--- config.mk ---
export PLATFORM = sky130hd
export DESIGN_NAME = timed_shutter_position_controller_flat
export DESIGN_NICKNAME = d
export VERILOG_FILES = /design/src/design/tspc_pkg.sv /design/src/design/tspc_in_if.sv /design/src/design/tspc_out_if.sv /design/src/design/tspc_cfg_if.sv /design/src/design/timed_shutter_position_controller.sv /design/src/flat_wrapper.sv
export SDC_FILE = /design/constraint.sdc
export NUM_CORES = 1
export LEC_CHECK = 0
export BUFFER_PORTS_ARGS = -buffer_cell sky130_fd_sc_hd__buf_2
export CORE_MARGIN = 2
export CORE_UTILIZATION = 25
export CTS_CLUSTER_SIZE = 25
export DETAILED_ROUTE_END_ITERATION = 8
export HOLD_SLACK_MARGIN = 0.12
export SLEW_MARGIN = 20
export SYNTH_ARGS = -nofsm -noshare
export SYNTH_HDL_FRONTEND = slang
export SYNTH_SLANG_ARGS = --single-unit
--- constraint.sdc ---
create_clock -name clk -period 13.85 [get_ports clk]
set_input_delay 2.77 -clock clk [delete_from_list [all_inputs] [get_ports clk]]
set_output_delay 2.77 -clock clk [all_outputs]
set_load 0.03 [all_outputs]
--- src/design/tspc_pkg.sv ---
// Package for the timed shutter position controller: field widths, op codes,
// drive modes, register indexes and reset values. No dependencies.
package tspc_pkg;

  // Field widths of the channels.
  localparam int OP_BITS       = 3;
  localparam int PCT_BITS      = 7;
  localparam int POS_OUT_BITS  = 12;
  localparam int MODE_BITS     = 2;
  localparam int TRAVEL_BITS   = 12;
  localparam int PULSE_BITS    = 8;
  localparam int CFG_ADDR_BITS = 2;
  localparam int CFG_DATA_BITS = 12;

  // Parameter defaults.
  localparam int POSITION_BITS_DEF = 12;
  localparam int AGE_BITS_DEF      = 8;

  // A percentage maps onto the travel by this full scale.
  localparam int PERCENT_FULL = 100;

  // Command codes.
  localparam logic [OP_BITS-1:0] OP_TICK  = 3'd0;
  localparam logic [OP_BITS-1:0] OP_OPEN  = 3'd1;
  localparam logic [OP_BITS-1:0] OP_CLOSE = 3'd2;
  localparam logic [OP_BITS-1:0] OP_STOP  = 3'd3;
  localparam logic [OP_BITS-1:0] OP_SEEK  = 3'd4;
  localparam logic [OP_BITS-1:0] OP_RESET = 3'd5;

  // Drive modes.
  localparam logic [MODE_BITS-1:0] MODE_PULSE     = 2'd0;
  localparam logic [MODE_BITS-1:0] MODE_PERMANENT = 2'd1;
  localparam logic [MODE_BITS-1:0] MODE_ONOFF_DIR = 2'd2;
  localparam logic [MODE_BITS-1:0] MODE_HOLD      = 2'd3;

  // Register indexes.
  localparam logic [CFG_ADDR_BITS-1:0] CFG_DRIVE_MODE   = 2'd0;
  localparam logic [CFG_ADDR_BITS-1:0] CFG_TRAVEL_TICKS = 2'd1;
  localparam logic [CFG_ADDR_BITS-1:0] CFG_PULSE_TICKS  = 2'd2;

  // Register reset values.
  localparam logic [MODE_BITS-1:0]   DRIVE_MODE_RESET   = MODE_PULSE;
  localparam logic [TRAVEL_BITS-1:0] TRAVEL_TICKS_RESET = 12'd600;
  localparam logic [PULSE_BITS-1:0]  PULSE_TICKS_RESET  = 8'd5;

endpackage

--- src/design/tspc_in_if.sv ---
// Command channel of the shutter controller: valid/ready plus op and percent.
// Depends on tspc_pkg.
interface tspc_in_if;
  import tspc_pkg::*;

  logic                valid;
  logic                ready;
  logic [OP_BITS-1:0]  op;
  logic [PCT_BITS-1:0] percent;

  modport source (output valid, output op, output percent, input ready);
  modport sink (input valid, input op, input percent, output ready);
endinterface

--- src/design/tspc_out_if.sv ---
// Result channel of the shutter controller: valid/ready plus the drive lines,
// motion flags, position, target and accepted flag. Depends on tspc_pkg.
interface tspc_out_if;
  import tspc_pkg::*;

  logic                    valid;
  logic                    ready;
  logic                    drive_one;
  logic                    drive_two;
  logic                    moving_up;
  logic                    moving_down;
  logic [POS_OUT_BITS-1:0] position;
  logic [POS_OUT_BITS-1:0] target;
  logic                    accepted;

  modport source (output valid, output drive_one, output drive_two, output moving_up,
                  output moving_down, output position, output target, output accepted,
                  input ready);
  modport sink (input valid, input drive_one, input drive_two, input moving_up,
                input moving_down, input position, input target, input accepted,
                output ready);
endinterface

--- src/design/tspc_cfg_if.sv ---
// Register write channel of the shutter controller: valid/ready plus register
// index and write data. Depends on tspc_pkg.
interface tspc_cfg_if;
  import tspc_pkg::*;

  logic                     valid;
  logic                     ready;
  logic [CFG_ADDR_BITS-1:0] addr;
  logic [CFG_DATA_BITS-1:0] data;

  modport source (output valid, output addr, output data, input ready);
  modport sink (input valid, input addr, input data, output ready);
endinterface

--- src/design/timed_shutter_position_controller.sv ---
// Top level of the timed shutter position controller.
// Depends on tspc_pkg and the interfaces tspc_in_if, tspc_out_if, tspc_cfg_if.
//
//   Port   Direction  Carries
//   cmd    sink       op, percent; one command or tick per transfer
//   res    source     drive lines, motion flags, position, target, accepted
//   cfg    sink       addr, data; one register write per transfer
//
// A command is held in the input register and then loads the result
// register, so one command is taken every cycle while res does not stall.
// Division by 100 is a reciprocal multiply in the update stage. Reset (rst,
// synchronous) empties both stages, holds cmd and cfg ready low and loads
// the register reset values. When res stalls, one more command waits in the
// input register before cmd drops ready.
module timed_shutter_position_controller #(
  parameter int POSITION_BITS = tspc_pkg::POSITION_BITS_DEF,
  parameter int AGE_BITS      = tspc_pkg::AGE_BITS_DEF
) (
  input logic        clk,
  input logic        rst,
  tspc_in_if.sink    cmd,
  tspc_out_if.source res,
  tspc_cfg_if.sink   cfg
);
  import tspc_pkg::*;

  // The percent product is percent times the effective travel.
  localparam int PROD_BITS  = POSITION_BITS + PCT_BITS;
  // Dividing by 100 is a multiply by a rounded-up reciprocal. The rounding
  // error times any product stays below one unit of the shift, so the
  // truncated quotient is exact for every product.
  localparam int RSHIFT     = PROD_BITS + 7;
  localparam int RECIP_BITS = RSHIFT - 6;
  localparam longint unsigned RECIP_FULL =
    ((64'd1 << RSHIFT) + PERCENT_FULL - 1) / PERCENT_FULL;
  localparam logic [RECIP_BITS-1:0] RECIP = RECIP_BITS'(RECIP_FULL);
  localparam int SCALED_BITS = PROD_BITS + RECIP_BITS;
  // Pulse age and pulse length are compared at the wider of the two widths.
  localparam int CMP_BITS = (AGE_BITS > PULSE_BITS) ? AGE_BITS : PULSE_BITS;

  localparam logic [POSITION_BITS-1:0] POS_MAX = '1;
  localparam logic [AGE_BITS-1:0]      AGE_MAX = '1;

  // The controller state that every command reads and rewrites.
  typedef struct packed {
    logic [POSITION_BITS-1:0] position_count;
    logic [POSITION_BITS-1:0] target_count;
    logic [AGE_BITS-1:0]      pulse_age;
    logic                     up_cmd;
    logic                     down_cmd;
    logic                     up_pulse;
    logic                     down_pulse;
    logic                     line_one;
    logic                     line_two;
  } ctl_t;

  // Stopping freezes the target at the current position and raises a stop
  // pulse for each direction that was running.
  function automatic ctl_t halt_motion(ctl_t s);
    ctl_t r;
    r = s;
    if (s.up_cmd || s.down_cmd) begin
      r.target_count = s.position_count;
      if (s.up_cmd) begin
        r.up_cmd   = 1'b0;
        r.up_pulse = 1'b1;
      end
      if (s.down_cmd) begin
        r.down_cmd   = 1'b0;
        r.down_pulse = 1'b1;
      end
    end
    return r;
  endfunction

  // Set a new target and start moving toward it; a fresh start in a
  // direction raises that direction's pulse.
  function automatic ctl_t seek(ctl_t s, logic [POSITION_BITS-1:0] tv);
    ctl_t r;
    r = s;
    r.target_count = tv;
    if (s.position_count > tv) begin
      if (!s.down_cmd) r.down_pulse = 1'b1;
      r.up_cmd   = 1'b0;
      r.down_cmd = 1'b1;
    end else if (s.position_count < tv) begin
      if (!s.up_cmd) r.up_pulse = 1'b1;
      r.up_cmd   = 1'b1;
      r.down_cmd = 1'b0;
    end else begin
      r.up_cmd   = 1'b0;
      r.down_cmd = 1'b0;
    end
    return r;
  endfunction

  // One tick of motion: step the counter, age the pulse, stop at the target.
  function automatic ctl_t advance(ctl_t s);
    ctl_t r;
    r = s;
    if (r.down_cmd && r.position_count != '0) r.position_count = r.position_count - 1'b1;
    if (r.up_cmd && r.position_count != POS_MAX) r.position_count = r.position_count + 1'b1;
    if ((r.up_pulse || r.down_pulse) && r.pulse_age != AGE_MAX) begin
      r.pulse_age = r.pulse_age + 1'b1;
    end
    if (r.position_count >= r.target_count && r.up_cmd) r = halt_motion(r);
    if (r.position_count <= r.target_count && r.down_cmd) r = halt_motion(r);
    return r;
  endfunction

  // Form the two drive lines in the selected mode.
  function automatic ctl_t form_lines(ctl_t s, logic [MODE_BITS-1:0] mode,
                                      logic [PULSE_BITS-1:0] pt);
    ctl_t r;
    logic young;
    r = s;
    young = CMP_BITS'(s.pulse_age) < CMP_BITS'(pt);
    case (mode)
      MODE_PULSE: begin
        if (r.up_pulse && young) begin
          r.line_one = 1'b1;
        end else begin
          r.up_pulse = 1'b0;
          r.line_one = 1'b0;
        end
        if (r.down_pulse && young) begin
          r.line_two = 1'b1;
        end else begin
          r.down_pulse = 1'b0;
          r.line_two   = 1'b0;
        end
        if (!r.up_pulse && !r.down_pulse) r.pulse_age = '0;
      end
      MODE_PERMANENT: begin
        r.line_one = r.up_cmd;
        if (!r.up_cmd) r.up_pulse = 1'b0;
        r.line_two = r.down_cmd;
        if (!r.down_cmd) r.down_pulse = 1'b0;
      end
      MODE_ONOFF_DIR: begin
        if (r.up_cmd || r.down_cmd) begin
          r.line_one = 1'b1;
        end else begin
          r.line_one = 1'b0;
          r.line_two = 1'b0;
        end
        if (r.up_cmd) r.line_two = 1'b0;
        else r.up_pulse = 1'b0;
        if (r.down_cmd) r.line_two = 1'b1;
        else r.down_pulse = 1'b0;
      end
      default: begin
        // Hold mode leaves lines and pulses as they are.
        r = s;
      end
    endcase
    return r;
  endfunction

  // Configuration registers.
  logic [MODE_BITS-1:0]   drive_mode;
  logic [TRAVEL_BITS-1:0] travel_ticks;
  logic [PULSE_BITS-1:0]  pulse_ticks;

  // Input register stage.
  logic                 a_valid;
  logic [OP_BITS-1:0]   a_op;
  logic [PROD_BITS-1:0] a_prod;

  // State and result stage.
  ctl_t cur;
  ctl_t nxt;
  ctl_t reset_view;
  logic out_valid;
  logic out_accepted;
  logic acc_next;

  // Handshake and datapath signals.
  logic                     a_load;
  logic                     b_can;
  logic                     b_load;
  logic [POSITION_BITS-1:0] trav;
  logic [SCALED_BITS-1:0]   scaled;
  logic [PROD_BITS-1:0]     quot;
  logic [POSITION_BITS-1:0] seek_tgt;

  // The update stage moves on whenever the result register is free or is
  // being emptied; the input register then always has room. Nothing is
  // taken on cmd or cfg while reset is applied.
  assign b_can     = !out_valid || res.ready;
  assign b_load    = a_valid && b_can;
  assign cmd.ready = !rst && (!a_valid || b_can);
  assign a_load    = cmd.valid && cmd.ready;
  assign cfg.ready = !rst;

  // Travel clipped to what the position counter can hold.
  always_comb begin
    if (32'(travel_ticks) > 32'(POS_MAX)) trav = POS_MAX;
    else trav = POSITION_BITS'(travel_ticks);
  end

  // Percent product divided by 100, truncated, then clamped to the travel.
  assign scaled = SCALED_BITS'(a_prod) * SCALED_BITS'(RECIP);
  assign quot   = PROD_BITS'(scaled >> RSHIFT);
  assign seek_tgt = (quot > PROD_BITS'(trav)) ? trav : POSITION_BITS'(quot);

  // Next state for the command in the input register.
  always_comb begin
    reset_view                = cur;
    reset_view.position_count = trav;
    nxt      = cur;
    acc_next = 1'b0;
    case (a_op)
      OP_TICK: begin
        nxt      = form_lines(advance(cur), drive_mode, pulse_ticks);
        acc_next = 1'b1;
      end
      OP_OPEN: begin
        if (cur.position_count < trav) begin
          nxt      = (cur.up_cmd || cur.down_cmd) ? halt_motion(cur) : seek(cur, trav);
          acc_next = 1'b1;
        end else begin
          nxt.up_cmd   = 1'b0;
          nxt.down_cmd = 1'b0;
        end
      end
      OP_CLOSE: begin
        if (cur.position_count != '0) begin
          nxt      = (cur.up_cmd || cur.down_cmd) ? halt_motion(cur) : seek(cur, '0);
          acc_next = 1'b1;
        end else begin
          nxt.up_cmd   = 1'b0;
          nxt.down_cmd = 1'b0;
        end
      end
      OP_STOP: begin
        nxt      = halt_motion(cur);
        acc_next = 1'b1;
      end
      OP_SEEK: begin
        nxt      = seek(cur, seek_tgt);
        acc_next = (cur.position_count != seek_tgt);
      end
      OP_RESET: begin
        // Jump to full travel, then run the close command from there.
        if (trav != '0) begin
          nxt = (reset_view.up_cmd || reset_view.down_cmd) ? halt_motion(reset_view)
                                                           : seek(reset_view, '0);
        end else begin
          nxt          = reset_view;
          nxt.up_cmd   = 1'b0;
          nxt.down_cmd = 1'b0;
        end
        acc_next = 1'b1;
      end
      default: begin
        // Unused codes leave the state alone and report nothing accepted.
        acc_next = 1'b0;
      end
    endcase
  end

  // Control state and configuration registers.
  always_ff @(posedge clk) begin
    if (rst) begin
      drive_mode   <= DRIVE_MODE_RESET;
      travel_ticks <= TRAVEL_TICKS_RESET;
      pulse_ticks  <= PULSE_TICKS_RESET;
      a_valid      <= 1'b0;
      out_valid    <= 1'b0;
      cur          <= '0;
    end else begin
      if (cfg.valid && cfg.ready) begin
        unique case (cfg.addr)
          CFG_DRIVE_MODE:   drive_mode   <= cfg.data[MODE_BITS-1:0];
          CFG_TRAVEL_TICKS: travel_ticks <= cfg.data[TRAVEL_BITS-1:0];
          CFG_PULSE_TICKS:  pulse_ticks  <= cfg.data[PULSE_BITS-1:0];
          default: ;
        endcase
      end
      if (a_load) a_valid <= 1'b1;
      else if (b_load) a_valid <= 1'b0;
      if (b_load) begin
        cur       <= nxt;
        out_valid <= 1'b1;
      end else if (res.ready) begin
        out_valid <= 1'b0;
      end
    end
  end

  // Payload registers. The product uses the travel in force at the transfer; registers are
  // to be written only while no command is in flight, which the block itself does not enforce.
  always_ff @(posedge clk) begin
    if (a_load) begin
      a_op   <= cmd.op;
      a_prod <= PROD_BITS'(cmd.percent) * PROD_BITS'(trav);
    end
    if (b_load) out_accepted <= acc_next;
  end

  // The state changes only when a new result is loaded, so it is the result.
  assign res.valid       = out_valid;
  assign res.drive_one   = cur.line_one;
  assign res.drive_two   = cur.line_two;
  assign res.moving_up   = cur.up_cmd;
  assign res.moving_down = cur.down_cmd;
  assign res.position    = POS_OUT_BITS'(cur.position_count);
  assign res.target      = POS_OUT_BITS'(cur.target_count);
  assign res.accepted    = out_accepted;

endmodule

--- src/flat_wrapper.sv ---
// flat-port wrapper written by rule: the top's interface ports become plain ports
module timed_shutter_position_controller_flat import tspc_pkg::*;
#(
  parameter int POSITION_BITS = tspc_pkg::POSITION_BITS_DEF,
  parameter int AGE_BITS      = tspc_pkg::AGE_BITS_DEF
)
  (clk, rst, cmd_valid, cmd_op, cmd_percent, cmd_ready, res_valid, res_drive_one, res_drive_two, res_moving_up, res_moving_down, res_position, res_target, res_accepted, res_ready, cfg_valid, cfg_addr, cfg_data, cfg_ready);
  tspc_in_if cmd_i ();
  tspc_out_if res_i ();
  tspc_cfg_if cfg_i ();
  input logic clk;
  input logic rst;
  input wire logic [$bits(cmd_i.valid)-1:0] cmd_valid;
  input wire logic [$bits(cmd_i.op)-1:0] cmd_op;
  input wire logic [$bits(cmd_i.percent)-1:0] cmd_percent;
  output wire logic [$bits(cmd_i.ready)-1:0] cmd_ready;
  output wire logic [$bits(res_i.valid)-1:0] res_valid;
  output wire logic [$bits(res_i.drive_one)-1:0] res_drive_one;
  output wire logic [$bits(res_i.drive_two)-1:0] res_drive_two;
  output wire logic [$bits(res_i.moving_up)-1:0] res_moving_up;
  output wire logic [$bits(res_i.moving_down)-1:0] res_moving_down;
  output wire logic [$bits(res_i.position)-1:0] res_position;
  output wire logic [$bits(res_i.target)-1:0] res_target;
  output wire logic [$bits(res_i.accepted)-1:0] res_accepted;
  input wire logic [$bits(res_i.ready)-1:0] res_ready;
  input wire logic [$bits(cfg_i.valid)-1:0] cfg_valid;
  input wire logic [$bits(cfg_i.addr)-1:0] cfg_addr;
  input wire logic [$bits(cfg_i.data)-1:0] cfg_data;
  output wire logic [$bits(cfg_i.ready)-1:0] cfg_ready;
  assign cmd_i.valid = cmd_valid;
  assign cmd_i.op = cmd_op;
  assign cmd_i.percent = cmd_percent;
  assign cmd_ready = cmd_i.ready;
  assign res_valid = res_i.valid;
  assign res_drive_one = res_i.drive_one;
  assign res_drive_two = res_i.drive_two;
  assign res_moving_up = res_i.moving_up;
  assign res_moving_down = res_i.moving_down;
  assign res_position = res_i.position;
  assign res_target = res_i.target;
  assign res_accepted = res_i.accepted;
  assign res_i.ready = res_ready;
  assign cfg_i.valid = cfg_valid;
  assign cfg_i.addr = cfg_addr;
  assign cfg_i.data = cfg_data;
  assign cfg_ready = cfg_i.ready;
  timed_shutter_position_controller #(.POSITION_BITS(POSITION_BITS), .AGE_BITS(AGE_BITS)) u_core (.clk(clk), .rst(rst), .cmd(cmd_i), .res(res_i), .cfg(cfg_i));
endmodule
==> results.json <==
{
  "crit_fanout": 15,
  "vias": 12600,
  "grt_antenna_before_repair": 1,
  "seqCellArea_um2": 1930,
  "hpwl_um": 35300,
  "areaGrowthSynthToFinish_pct": 8.37,
  "postPlaceCellArea_um2": 16600,
  "drtPass1Iterations": 6,
  "synth_warnings": 0,
  "worstSetupEndpointType": "flip-flop",
  "postSynthCellCount": 1807,
  "drive_gt1_share_pct": 6.33,
  "fmaxAchievable_mhz": 86.0,
  "hold_violations": 0,
  "yosysSeqAreaShare_pct": 12.4,
  "setup_viol_count_final": 0,
  "grt_use_met1_pct": 17.6,
  "busiest_layer": "met2",
  "max_cap_viol_count": 0,
  "criticalPathCategory": "reg2reg",
  "fp.dieW_um": 254,
  "place_inst": 2622,
  "cts_made_buffers": 9,
  "cts_sinks": 85,
  "io_buffers": 60,
  "slew_viol_final": 0,
  "n_antenna_cell": 0,
  "clockBufferDepth": 2,
  "layout.nets": 2270,
  "ys.flop_type": "dfxtp_1",
  "clkTransAtPathRegs_ps": 80,
  "synth.area.top_cells": "fa_1 (22%), ha_1 (22%), inv_1 (8.3%)",
  "initial_utilization_pct": 25.3,
  "core_um2": 61700,
  "ctsHoldBuffers": 0,
  "clock_latency_ps": 360,
  "critPathMostFrequentCell": "fa_1",
  "drt-total-wl_um": 42200,
  "ios": 61,
  "post-synth-top-count-cell": "inv_1",
  "fp.dieH_um": 254,
  "synth_nets": 2280,
  "ys_seq_elements": 85,
  "skew_ps": 16.0,
  "final_area_um2": 16900,
  "tritoncts": "built",
  "postRouteAntennaNets": 0,
  "use_met3_pct": 1.40,
  "grt_setup_unrepaired": "no",
  "track_usage_pct": 13.3,
  "critPathSlowestCell": "a31oi_2",
  "ys_top_cells_by_count": "inv_1 (343), ha_1 (270), fa_1 (174)",
  "cp.arrival_ps": 11910,
  "core.rowCount": 91,
  "grt-ovfl-total": 0,
  "n_fill_cell": 6703,
  "worst_ep_required_time_ps": 14130,
  "netlist_area_um2": 15600,
  "hold_path_class": "reg2reg",
  "synth_top_cell_by_area": "fa_1",
  "first_iter_violations": 759,
  "synth-async-reset-ratio_pct": 0,
  "timing.slew.headroom_pct": 29.0,
  "grt_pass1_wl_um": 68000,
  "viasPerCell": 4.77,
  "setup_tns_ps": 0,
  "cpPeakStageDelay_ps": 830,
  "start_kind": "flip-flop",
  "period_share_pct": 84.0,
  "synth_edf_count": 23,
  "avgSynthCellArea_um2": 8.63,
  "gp_routability_congestion": 0.914,
  "cts-htree-levels": 3,
  "synth_top_area_share_pct": 22.3,
  "ys_types": 85,
  "final_cell_count_no_fill": 2639,
  "status": "completed",
  "multi_input_area_um2": 12000,
  "drc": 0,
  "cts_resized": 0,
  "wl_per_cell_um": 16.0,
  "cts_setup_buffers": 0,
  "clockRootBuffer": "clkbuf_16",
  "grt_pass1_vias": 12900,
  "tightest_slew_ps": 1060,
  "grt_max_degree": 49,
  "gr-usage-met2_pct": 22.3,
  "dieArea_um2": 64400,
  "period_minus_slack_ps": 11630
}
state kept, by name, indices dropped and copies added, names as in the netlist:
name	flops
u_core.res.valid	1
u_core.res.accepted	1
u_core.res.target	12
u_core.res.moving_up	1
u_core.cur	10
u_core.res.drive_one	1
u_core.res.position	12
u_core.pulse_ticks	8
u_core.trav	12
u_core.drive_mode	2
u_core.a_prod	19
u_core.res.drive_two	1
u_core.a_valid	1
u_core.a_op	3
u_core.res.moving_down	1
stage by stage:
step           hold WS [ps]  setup slack, ps  utilization, %
2_1_floorplan           442             4080               -
3_3_place_gp            462             2660            26.9
3_5_place_dp            499             2260            26.9
4_1_cts                 518             2200            27.4
5_1_grt                 550             1350            27.4
6_report                513             2220            27.4
placed cells by master, fill, tap and decap left out, types with 13 or more instances in the layout:
cell type  netlist  layout
inv_1          343     343
ha_1           270     270
fa_1           174     174
nor2_1         128     128
nand2_1        126     126
a21oi_1         95      95
dfxtp_1         62      62
buf_2            2      60
o21ai_0         57      57
and2_1          34      33
xnor2_1         26      26
mux2i_1         26      26
nor3_1          25      24
nand3_1         24      24
edfxtp_1        23      23
a21o_1          22      22
o21a_1          20      20
o211ai_1        15      15
xor2_1          14      14
a211oi_1        14      14
nand4_1         14      14
a22o_1          14      14
o22ai_1         13      13
metal layers:
layer	part of all wire, %	wire length [um]	up-vias
li1	-	-	6019
met1	44	18700	6067
met2	46	19600	415
met3	5.8	2450	95
met4	3.5	1460	2
met5	0.026	11	-
cell families after synthesis:
kind of cell	after synthesis	share of synthesized area, %
fa+ha+maj	445	44.0
buf+inv	433	11.1
simple gates	429	13.3
compound gates	342	14.7
flops	85	12.4
xor+xnor	41	2.35
mux	32	2.13
layout make-up:
| type | count | share of cell area (%) |
|---|---|---|
| Clock buffer | 9 | 1.33 |
| Sequential cell | 85 | 11.4 |
| Timing Repair Buffer | 67 | 2.11 |
| Tap cell | 837 | 6.19 |
| Clock inverter | 7 | 0.437 |
| Inverter | 345 | 7.66 |
| Multi-Input combinational cell | 1289 | 70.8 |
worst paths after layout:
path / from / end / slack (ps) / cells after the start
setup / recovery: u_core.a_prod[17] / u_core.cur[3] / 2220 / 35
hold / removal: u_core.pulse_ticks[0] / u_core.pulse_ticks[0] / 510 / 2
setup reg to reg: u_core.a_prod[17] / u_core.cur[3] / 2220 / 35
hold reg to reg: u_core.pulse_ticks[0] / u_core.pulse_ticks[0] / 510 / 2
worst max-delay path: cells and delay by family, from the launching register on:
kind | cells | cell delay, ps
adder cells (fa/ha/maj) | 9 | 4120
AO/OA/AOI/OAI | 13 | 4020
AND/OR/NAND/NOR | 7 | 2060
flip-flops | 1 | 540
buffers and inverters | 5 | 490
multiplexers | 1 | 350
Power is not shown: default switching activity piles up to over one toggle a cycle in this logic, so the estimate is an artifact.
